### src/hw/rtl/hnorm_pkg.sv
// ----------------------------------------------------------------------------
// hnorm_pkg
// Shared constants and types of the height map normal generator.
// ----------------------------------------------------------------------------
`default_nettype none

package hnorm_pkg;

   // default map limits (line store size, row counter range)
   localparam int MAX_WIDTH_DEFAULT = 1024;
   localparam int MAX_DEPTH_DEFAULT = 4096;

   // register reset values
   localparam logic [10:0] MAP_WIDTH_RESET = 11'd1024;
   localparam logic [12:0] MAP_DEPTH_RESET = 13'd1024;

   // register indexes on the config port
   localparam logic REG_MAP_WIDTH = 1'b0;
   localparam logic REG_MAP_DEPTH = 1'b1;

   // input opcodes
   localparam logic OP_SAMPLE = 1'b0;
   localparam logic OP_FLUSH  = 1'b1;

   // normalizer widths: component magnitude, sum of squares, Q1.15 result
   localparam int MAG_W = 11;
   localparam int SUM_W = 21;
   localparam int Q15_W = 16;

   // request into the shared normalizer
   typedef struct packed {
      logic             start;
      logic [MAG_W-1:0] mag_a;
      logic [SUM_W-1:0] sum_sq;
   } unit_req_type;

   // status out of the shared normalizer
   typedef struct packed {
      logic             done;
      logic [Q15_W-1:0] mag;
   } unit_rsp_type;

endpackage

`default_nettype wire

### src/hw/rtl/hnorm_q15_unit.sv
// ----------------------------------------------------------------------------
// hnorm_q15_unit
// Shared normalizer: magnitude of a/sqrt(s) in Q1.15, rounded to nearest.
// Computes Q = floor(a*a*2^32 / s) one quotient bit a cycle, then
// r = isqrt(Q) one root bit a cycle; result is (r+1)/2 saturated to 32767.
// ----------------------------------------------------------------------------
`default_nettype none

module hnorm_q15_unit (
   input  wire logic                  clock,
   input  wire logic                  reset,
   input  wire hnorm_pkg::unit_req_type unit_req,
   output hnorm_pkg::unit_rsp_type    unit_rsp
);
   localparam int SW = hnorm_pkg::SUM_W;
   localparam int AW = hnorm_pkg::MAG_W;
   localparam int QW = 33;   // quotient bits, Q <= 2^32
   localparam int RW = 17;   // root bits, r <= 65536

   typedef enum logic [4:0] {
      U_IDLE = 5'b00001,
      U_SQR  = 5'b00010,
      U_DIV  = 5'b00100,
      U_ROOT = 5'b01000,
      U_DONE = 5'b10000
   } ustate_type;

   ustate_type       state_ff, state_in;
   logic [5:0]       cnt_ff, cnt_in;
   logic [AW-1:0]    a_ff, a_in;
   logic [SW-1:0]    s_ff, s_in;
   logic             nlsb_ff, nlsb_in;
   logic [SW:0]      drem_ff, drem_in;
   logic [QW-1:0]    quo_ff, quo_in;
   logic [QW:0]      qs_ff, qs_in;
   logic [19:0]      srem_ff, srem_in;
   logic [RW-1:0]    root_ff, root_in;
   logic [15:0]      mag_ff, mag_in;

   logic [2*AW-1:0]  a_sq;
   logic [SW:0]      dshift;
   logic             dbit;
   logic [QW-1:0]    quo_next;
   logic [19:0]      sshift;
   logic [19:0]      trial;
   logic             sbit;
   logic [RW-1:0]    root_next;
   logic [RW:0]      root_p1;

   assign a_sq = {{AW{1'b0}}, a_ff} * {{AW{1'b0}}, a_ff};

   // one restoring division step; only the first step brings in a numerator bit
   always_comb begin
      dshift   = {drem_ff[SW-1:0], (cnt_ff == 6'd0) ? nlsb_ff : 1'b0};
      dbit     = (dshift >= {1'b0, s_ff});
      quo_next = {quo_ff[QW-2:0], dbit};
   end

   // one restoring square root step on two radicand bits
   always_comb begin
      sshift    = {srem_ff[17:0], qs_ff[QW:QW-1]};
      trial     = {1'b0, root_ff, 2'b01};
      sbit      = (sshift >= trial);
      root_next = {root_ff[RW-2:0], sbit};
      root_p1   = {1'b0, root_next} + {{RW{1'b0}}, 1'b1};
   end

   // sequencer
   always_comb begin
      state_in = state_ff;
      cnt_in   = cnt_ff;
      a_in     = a_ff;
      s_in     = s_ff;
      nlsb_in  = nlsb_ff;
      drem_in  = drem_ff;
      quo_in   = quo_ff;
      qs_in    = qs_ff;
      srem_in  = srem_ff;
      root_in  = root_ff;
      mag_in   = mag_ff;
      case (state_ff)
         U_IDLE: begin
            if (unit_req.start) begin
               a_in = unit_req.mag_a;
               s_in = unit_req.sum_sq;
               if (unit_req.mag_a == '0) begin
                  mag_in   = '0;
                  state_in = U_DONE;
               end else begin
                  state_in = U_SQR;
               end
            end
         end
         U_SQR: begin
            drem_in  = {1'b0, a_sq[2*AW-1:1]};
            nlsb_in  = a_sq[0];
            quo_in   = '0;
            cnt_in   = '0;
            state_in = U_DIV;
         end
         U_DIV: begin
            drem_in = dbit ? (dshift - {1'b0, s_ff}) : dshift;
            quo_in  = quo_next;
            if (cnt_ff == 6'(QW - 1)) begin
               qs_in    = {1'b0, quo_next};
               srem_in  = '0;
               root_in  = '0;
               cnt_in   = '0;
               state_in = U_ROOT;
            end else begin
               cnt_in = cnt_ff + 6'd1;
            end
         end
         U_ROOT: begin
            srem_in = sbit ? (sshift - trial) : sshift;
            root_in = root_next;
            qs_in   = {qs_ff[QW-2:0], 2'b00};
            if (cnt_ff == 6'(RW - 1)) begin
               // (r+1)/2 of 32768 or more saturates
               mag_in   = root_p1[RW-1] ? 16'd32767 : root_p1[16:1];
               state_in = U_DONE;
            end else begin
               cnt_in = cnt_ff + 6'd1;
            end
         end
         U_DONE: begin
            state_in = U_IDLE;
         end
         default: begin
            state_in = U_IDLE;
         end
      endcase
   end

   always_ff @(posedge clock) begin
      if (reset) begin
         state_ff <= U_IDLE;
         cnt_ff   <= '0;
      end else begin
         state_ff <= state_in;
         cnt_ff   <= cnt_in;
      end
   end

   // datapath registers
   always_ff @(posedge clock) begin
      a_ff    <= a_in;
      s_ff    <= s_in;
      nlsb_ff <= nlsb_in;
      drem_ff <= drem_in;
      quo_ff  <= quo_in;
      qs_ff   <= qs_in;
      srem_ff <= srem_in;
      root_ff <= root_in;
      mag_ff  <= mag_in;
   end

   assign unit_rsp.done = (state_ff == U_DONE);
   assign unit_rsp.mag  = mag_ff;
endmodule

`default_nettype wire

### config.mk
export PLATFORM = sky130hd
export DESIGN_NAME = hnorm_q15_unit
export DESIGN_NICKNAME = d
export VERILOG_FILES = /design/src/hw/rtl/hnorm_pkg.sv /design/src/hw/rtl/hnorm_q15_unit.sv
export SDC_FILE = /design/constraint.sdc
export NUM_CORES = 1
export LEC_CHECK = 0
export BUFFER_PORTS_ARGS = -buffer_cell sky130_fd_sc_hd__buf_2
export CAP_MARGIN = 30
export CORE_MARGIN = 2
export CORE_UTILIZATION = 25
export CTS_CLUSTER_DIAMETER = 80
export DETAILED_ROUTE_END_ITERATION = 8
export MAX_ROUTING_LAYER = met4
export PLACE_DENSITY_LB_ADDON = 0.25
export SKIP_CTS_REPAIR_TIMING = 1
export SYNTH_ARGS = -nofsm -noshare
export SYNTH_HDL_FRONTEND = slang
export SYNTH_SLANG_ARGS = --single-unit
### constraint.sdc
create_clock -name clock -period 16.8 [get_ports clock]
set_input_delay 2.52 -clock clock [delete_from_list [all_inputs] [get_ports clock]]
set_output_delay 2.52 -clock clock [all_outputs]
set_load 0.05 [all_outputs]
; Word level (Yosys, flattened, before mapping)
; Cells that the tools add are included.
[op_classes]
add_sub_neg = 4
n_mul = 1
magnitude_cmp = 2
n_eq_ne = 12
muxes = 24
n_reduce_logical = 11
[ops]
columns = operator, n
row1 = $pmux 34 s2, 1
row2 = $pmux 32 s2, 1
row3 = $mux 16, 3
row4 = $pmux 21 s2, 1
row5 = $mux 18, 2
row6 = $pmux 18 s2, 1
row7 = $mux 34, 1
row8 = $pmux 17 s2, 1
row9 = $pmux 16 s2, 1
row10 = $ge 22x21->1, 1
row11 = $mul 11x11->22, 1
row12 = $mux 21, 1
row13 = $sub 21x21->21, 1
row14 = $ge 20x19->1, 1
row15 = $mux 5, 4
row16 = $pmux 5 s4, 1
row17 = $pmux 6 s3, 1
row18 = $sub 18x18->18, 1
row19 = $add 17x1->17 const B, 1
row20 = $mux 17, 1
row21 = $mux 15, 1
row22 = $mux 6, 2
row23 = $logic_not 11->1, 1
row24 = $ne 2x2->1 const B, 5
row25 = other kinds (15), 19
[word_totals]
ff_bits = 182
in_bits = 35
out_inout_bits = 17
elab_cells = 65

; Depth between registers and ports, before layout
[depth]
depth_word = 5
mapped_depth = 22
mapped_depth_nobuf = 21

; Worst setup path before layout
; No wires, ideal clock.
[synth_timing]
kind = register to register
start = reg state_ff[0]
end = reg qs_ff[0] (enable)
setup_ns = 0.598
arrival_time_ns = 6.054
t_required_ns = 16.202
slack_ns = 10.148
path_stages_with_launch = 5
n_path_buf = 1
period_less_slack_ns = 6.652
cell_sequence = dfxtp_1 nor3_1 nand3b_1 clkbuf_1 o31ai_1
[synth_between]
elab_chain_cells = 3
word_cells_on_any_way = 5
cone_classes = 3 x eq/ne / 2 x reduce/logical
[synth_lines]
columns = element, line_no
row1 = from (decl), hnorm_q15_unit.sv:28  ; ustate_type state_ff, state_in;
row2 = from (signal assigned), hnorm_q15_unit.sv:140  ; state_ff <= state_in;
row3 = $eq 5x3->1 / $eq 5x4->1 (equally long branches), hnorm_q15_unit.sv:81  ; case (state_ff)
row4 = $ne 2x2->1 (no line) / $reduce_bool 2->1 (equally long branches), --
row5 = $reduce_and 2->1 (no line) (*), --
row6 = to (signal assigned), hnorm_q15_unit.sv:152  ; qs_ff <= qs_in;
row7 = to (decl), hnorm_q15_unit.sv:35  ; logic [QW:0] qs_ff, qs_in;
; Mark *: on every way between the ends. The rest lies on a longest branch, timed or not.
; A chain may end at the register's enable or synchronous reset.

; Worst setup path after layout
[layout_timing]
start = reg a_ff[0]
end = reg drem_ff[20] (data pin)
[layout_between]
elab_chain_cells = 2
[layout_lines]
columns = element, line_no
row1 = from (decl), hnorm_q15_unit.sv:30  ; logic [AW-1:0] a_ff, a_in;
row2 = from (signal assigned), hnorm_q15_unit.sv:147  ; a_ff <= a_in;
row3 = $mul 11x11->22, hnorm_q15_unit.sv:50  ; assign a_sq = {{AW{1'b0}}, a_ff} * {{AW{1'b0}}, a_ff};
row4 = $pmux 21 s2, hnorm_q15_unit.sv:81
row5 = net drem_in[20], hnorm_q15_unit.sv:33  ; logic [SW:0] drem_ff, drem_in;
row6 = to (signal assigned), hnorm_q15_unit.sv:150  ; drem_ff <= drem_in;
row7 = to (decl), hnorm_q15_unit.sv:33
; The timed path passes the listed nets, and every way through them passes these cells.

==> reports/results.txt <==
The run finished with clean final reports. The startpoint identified for the worst hold timing path is qs_ff[10]. Predominant post-synthesis flop cell: edfxtp_1.

Wires add up to 28070 µm. Counting flops and latches in the post-synthesis netlist gives 181. The logs give 436 for the starting DRC count in detailed routing and 181 for the number of clock sinks seen by CTS. Fraction of synthesis flops using an asynchronous set or reset pin: 0. The number of placed instances, taps included, is 1979. Routability-driven placement finished with a final weighted congestion of 0.7770.

Yosys printed 0 warnings. The number of buffer cells added on primary ports was 50. In this run the critical register-to-register path is launched from a_ff[0]. Dividing the detail-routed wire length by the instance count gives 13.96 µm. The worst-path maximum fanout is 13. Setup repair after global routing left no endpoint under its margin. The sequential share of the synthesized area is 0.4139, and the transition time at the pin with the least slew margin is 1.050 ns. Leading cell type in the layout, fill and taps excluded: edfxtp_1. The critical path in this run is classified as reg2reg. The run gives 12870 µm² as the total standard cell area after synthesis.

Detailed routing inserted a total of 8835 vias. The worst setup slack for register-to-register paths came out at 10.91 ns. The tools report the global-route wire length before repair as 46550 µm.

The post-synthesis cell count was 1285. TritonCTS built the clock tree. The kind of capture point of the worst setup path was a register.

The required time of the critical path was 16.97 ns. At the worst endpoint, the arrival time is 6.06 ns. The total global-route track usage was 0.1132. The reported max-cap violation count is 0, and the remaining number of nets flagged by the antenna check after routing is 0. In the post-route analysis, the smallest setup slack over all paths is 10.91 ns. The start point of the critical path is a_ff[0].

Synthesis produced a netlist with a net count of 1480. Dividing the detail-routed via count by the number of cells gives 4.393. The final critical-path share of the clock period was 0.3503. Timing would allow up to 169.9 MHz.

The largest net degree at the start of global routing was 86; the clock slew at the register clock pins of the worst setup and hold paths was 0.07 ns. The first detailed-routing pass took 5 iterations. The cell depth of the worst flop-to-flop path was 19; the cell leakage power was 6.003 nW. The clock reaches the later pin of the worst-skew pair after 0.46 ns. The die is 230.9 µm tall. The net count of the finished layout is 1513. The netlist uses 69 different library cells. The via count of the first global-routing pass was 9110. The initial antenna violation count is 1.

VDD sags by at most 0.09557 mV. The logs give 10.98 ns for the setup slack after placement and 2011 for the filler-free cell count of the finished design. The relative slew slack was 0.2908; the number of enable-type register cells in the synthesized netlist was 170. For the final count of pins violating max slew, the log shows 0. Counting along the longest clock path gives a buffer depth of 2. Along the worst hold path, the cell count comes to 2. The fraction of final layout cells with drive strength greater than 1 came out at 0.08565. The final hold violation count was 0; the final total negative setup slack was 0 ns. The final HPWL from detailed placement came out at 20470 µm. Pin placement for this block handled 52 I/O pins. For the number of antenna cells inserted, the log shows 0. The startpoint type of the worst setup path was a register.

The starting utilization of the core area came out at 0.2518. The routed design could run at a clock period as short as 5.885 ns. The H-tree level count was 4. The path class of the tightest hold or removal check is reg2reg. In this run the horizontal extent of the chip is 230.9 µm. The cell sitting at the root of the clock tree is a clkbuf_16. The total CTS buffers is 17, and the synthesized area per cell is 10.01 µm². In the layout the commonest cells are edfxtp_1, inv_1, nand2_1. The relative area change from synthesis to final layout was 12.17%; the floorplan core area was 51090 µm². The total of endpoints with negative setup slack in the final report was 0. On the final layout, the worst clock skew is 0.01107 ns.

The run gives 83 as the row count. The area enclosed by the die boundary was 53290 µm²; the power density over cell area was 134.1 nW/µm². After global routing the overflow that remains totals 0.

For this run, design rule violations remaining after detail routing come to 0.
## path summary, 6_finish.rpt
check	to
min	qs_ff[12]
min reg2reg	qs_ff[12]
max	drem_ff[20]
max reg2reg	drem_ff[20]
## cell usage after synthesis, types with 6 or more instances
cell type  number  area, µm²
nand3b_1        6      45.04
nor2_1         98      367.9
and2_1         70      437.9
nand4_1        14      87.58
and3_1          7      43.79
clkbuf_1       36      135.1
buf_2           6      30.03
dfxtp_1        11      220.2
nor4_1          8      50.05
a211oi_1        9      67.56
o21a_1          6      45.04
xor2_1         13      113.9
a21o_1         10      75.07
mux2i_1        24      240.2
a21oi_1        68      340.3
inv_1         168      630.6
o21ai_0        40      200.2
nor3_1         12      60.06
nand3_1        27      135.1
ha_1           95       1189
nor2b_1         9      56.30
xnor2_1        53      464.2
fa_1           65       1301
or3_1           8      50.05
a31oi_1        12      75.07
edfxtp_1      170       5105
nand2_1       163      611.8
o31ai_1         7      52.55
## critical path, cell delays in order, from the launching register on
cell      delay, ns
edfxtp_1       0.59
and2_1         0.23
inv_1          0.07
fa_1           0.46
fa_1           0.54
inv_1          0.04
ha_1           0.30
fa_1           0.54
inv_1          0.06
fa_1           0.53
inv_1          0.04
ha_1           0.35
nand3_1        0.11
o211ai_1       0.12
o41ai_1        0.87
o21a_1         0.21
o21ai_0        0.08
a21o_1         0.21
xor2_1         0.16
a21oi_1        0.08
## kinds of logic after synthesis
kind of cell | Yosys count | share of synthesized area
AO/OA/AOI/OAI | 192 | 0.09667
XOR/XNOR | 66 | 0.04493
adder cells (fa/ha/maj) | 160 | 0.1935
buffers and inverters | 215 | 0.06632
flip-flops | 181 | 0.4139
multiplexers | 26 | 0.02042
other | 1 | 0.0002915
AND/OR/NAND/NOR | 444 | 0.1640
## area by class of cell
cell class,instances,area (µm²)
flip-flops and latches,181,5325
inverters,168,630.6
fillers,5410,36660
well taps,680,850.8
clock buffers,20,467.9
multi-input cells,889,6715
clock inverters,12,111.4
repair buffers,61,330.3
## power breakdown
| part | internal [W] | switching, W | total, W |
|---|---|---|---|
| logic | 0.000416 | 0.000552 | 0.000968 |
| clock network | 0.000208 | 0.000198 | 0.000406 |
| registers | 0.000548 | 0.0000134 | 0.000561 |
| total | 0.00117 | 0.000763 | 0.00194 |
## registers in the layout (all words and copies together) (netlist names), 5 cells and up
| signal | count |
|---|---|
| cnt_ff | 6 |
| mag_ff | 15 |
| quo_ff | 32 |
| root_ff | 17 |
| s_ff | 21 |
| a_ff | 11 |
| srem_ff | 18 |
| state_ff | 5 |
| qs_ff | 34 |
| drem_ff | 21 |
## through the flow
stage	instance area, µm²	utilization	power (W)	hold WS (ns)
final	14430	0.2824	0.001935	0.5110
after floorplan	12870	-	0.001340	0.4538
after global placement	13840	0.2709	0.001538	0.4890
after global routing	14430	0.2824	0.002124	0.5339
after CTS	14430	0.2824	0.001961	0.5147
after detailed placement	13850	0.2711	0.001543	0.4938
## layer usage
metal	vias up	share of wire	track usage	wire length, µm
li1	4434	-	-	-
met1	4288	0.47	0.1401	13300
met2	98	0.49	0.1891	13660
met3	15	0.029	0.02199	810
met4	0	0.011	0.02903	303
met5	-	0	-	0
Power figures use the tool's default switching activity.
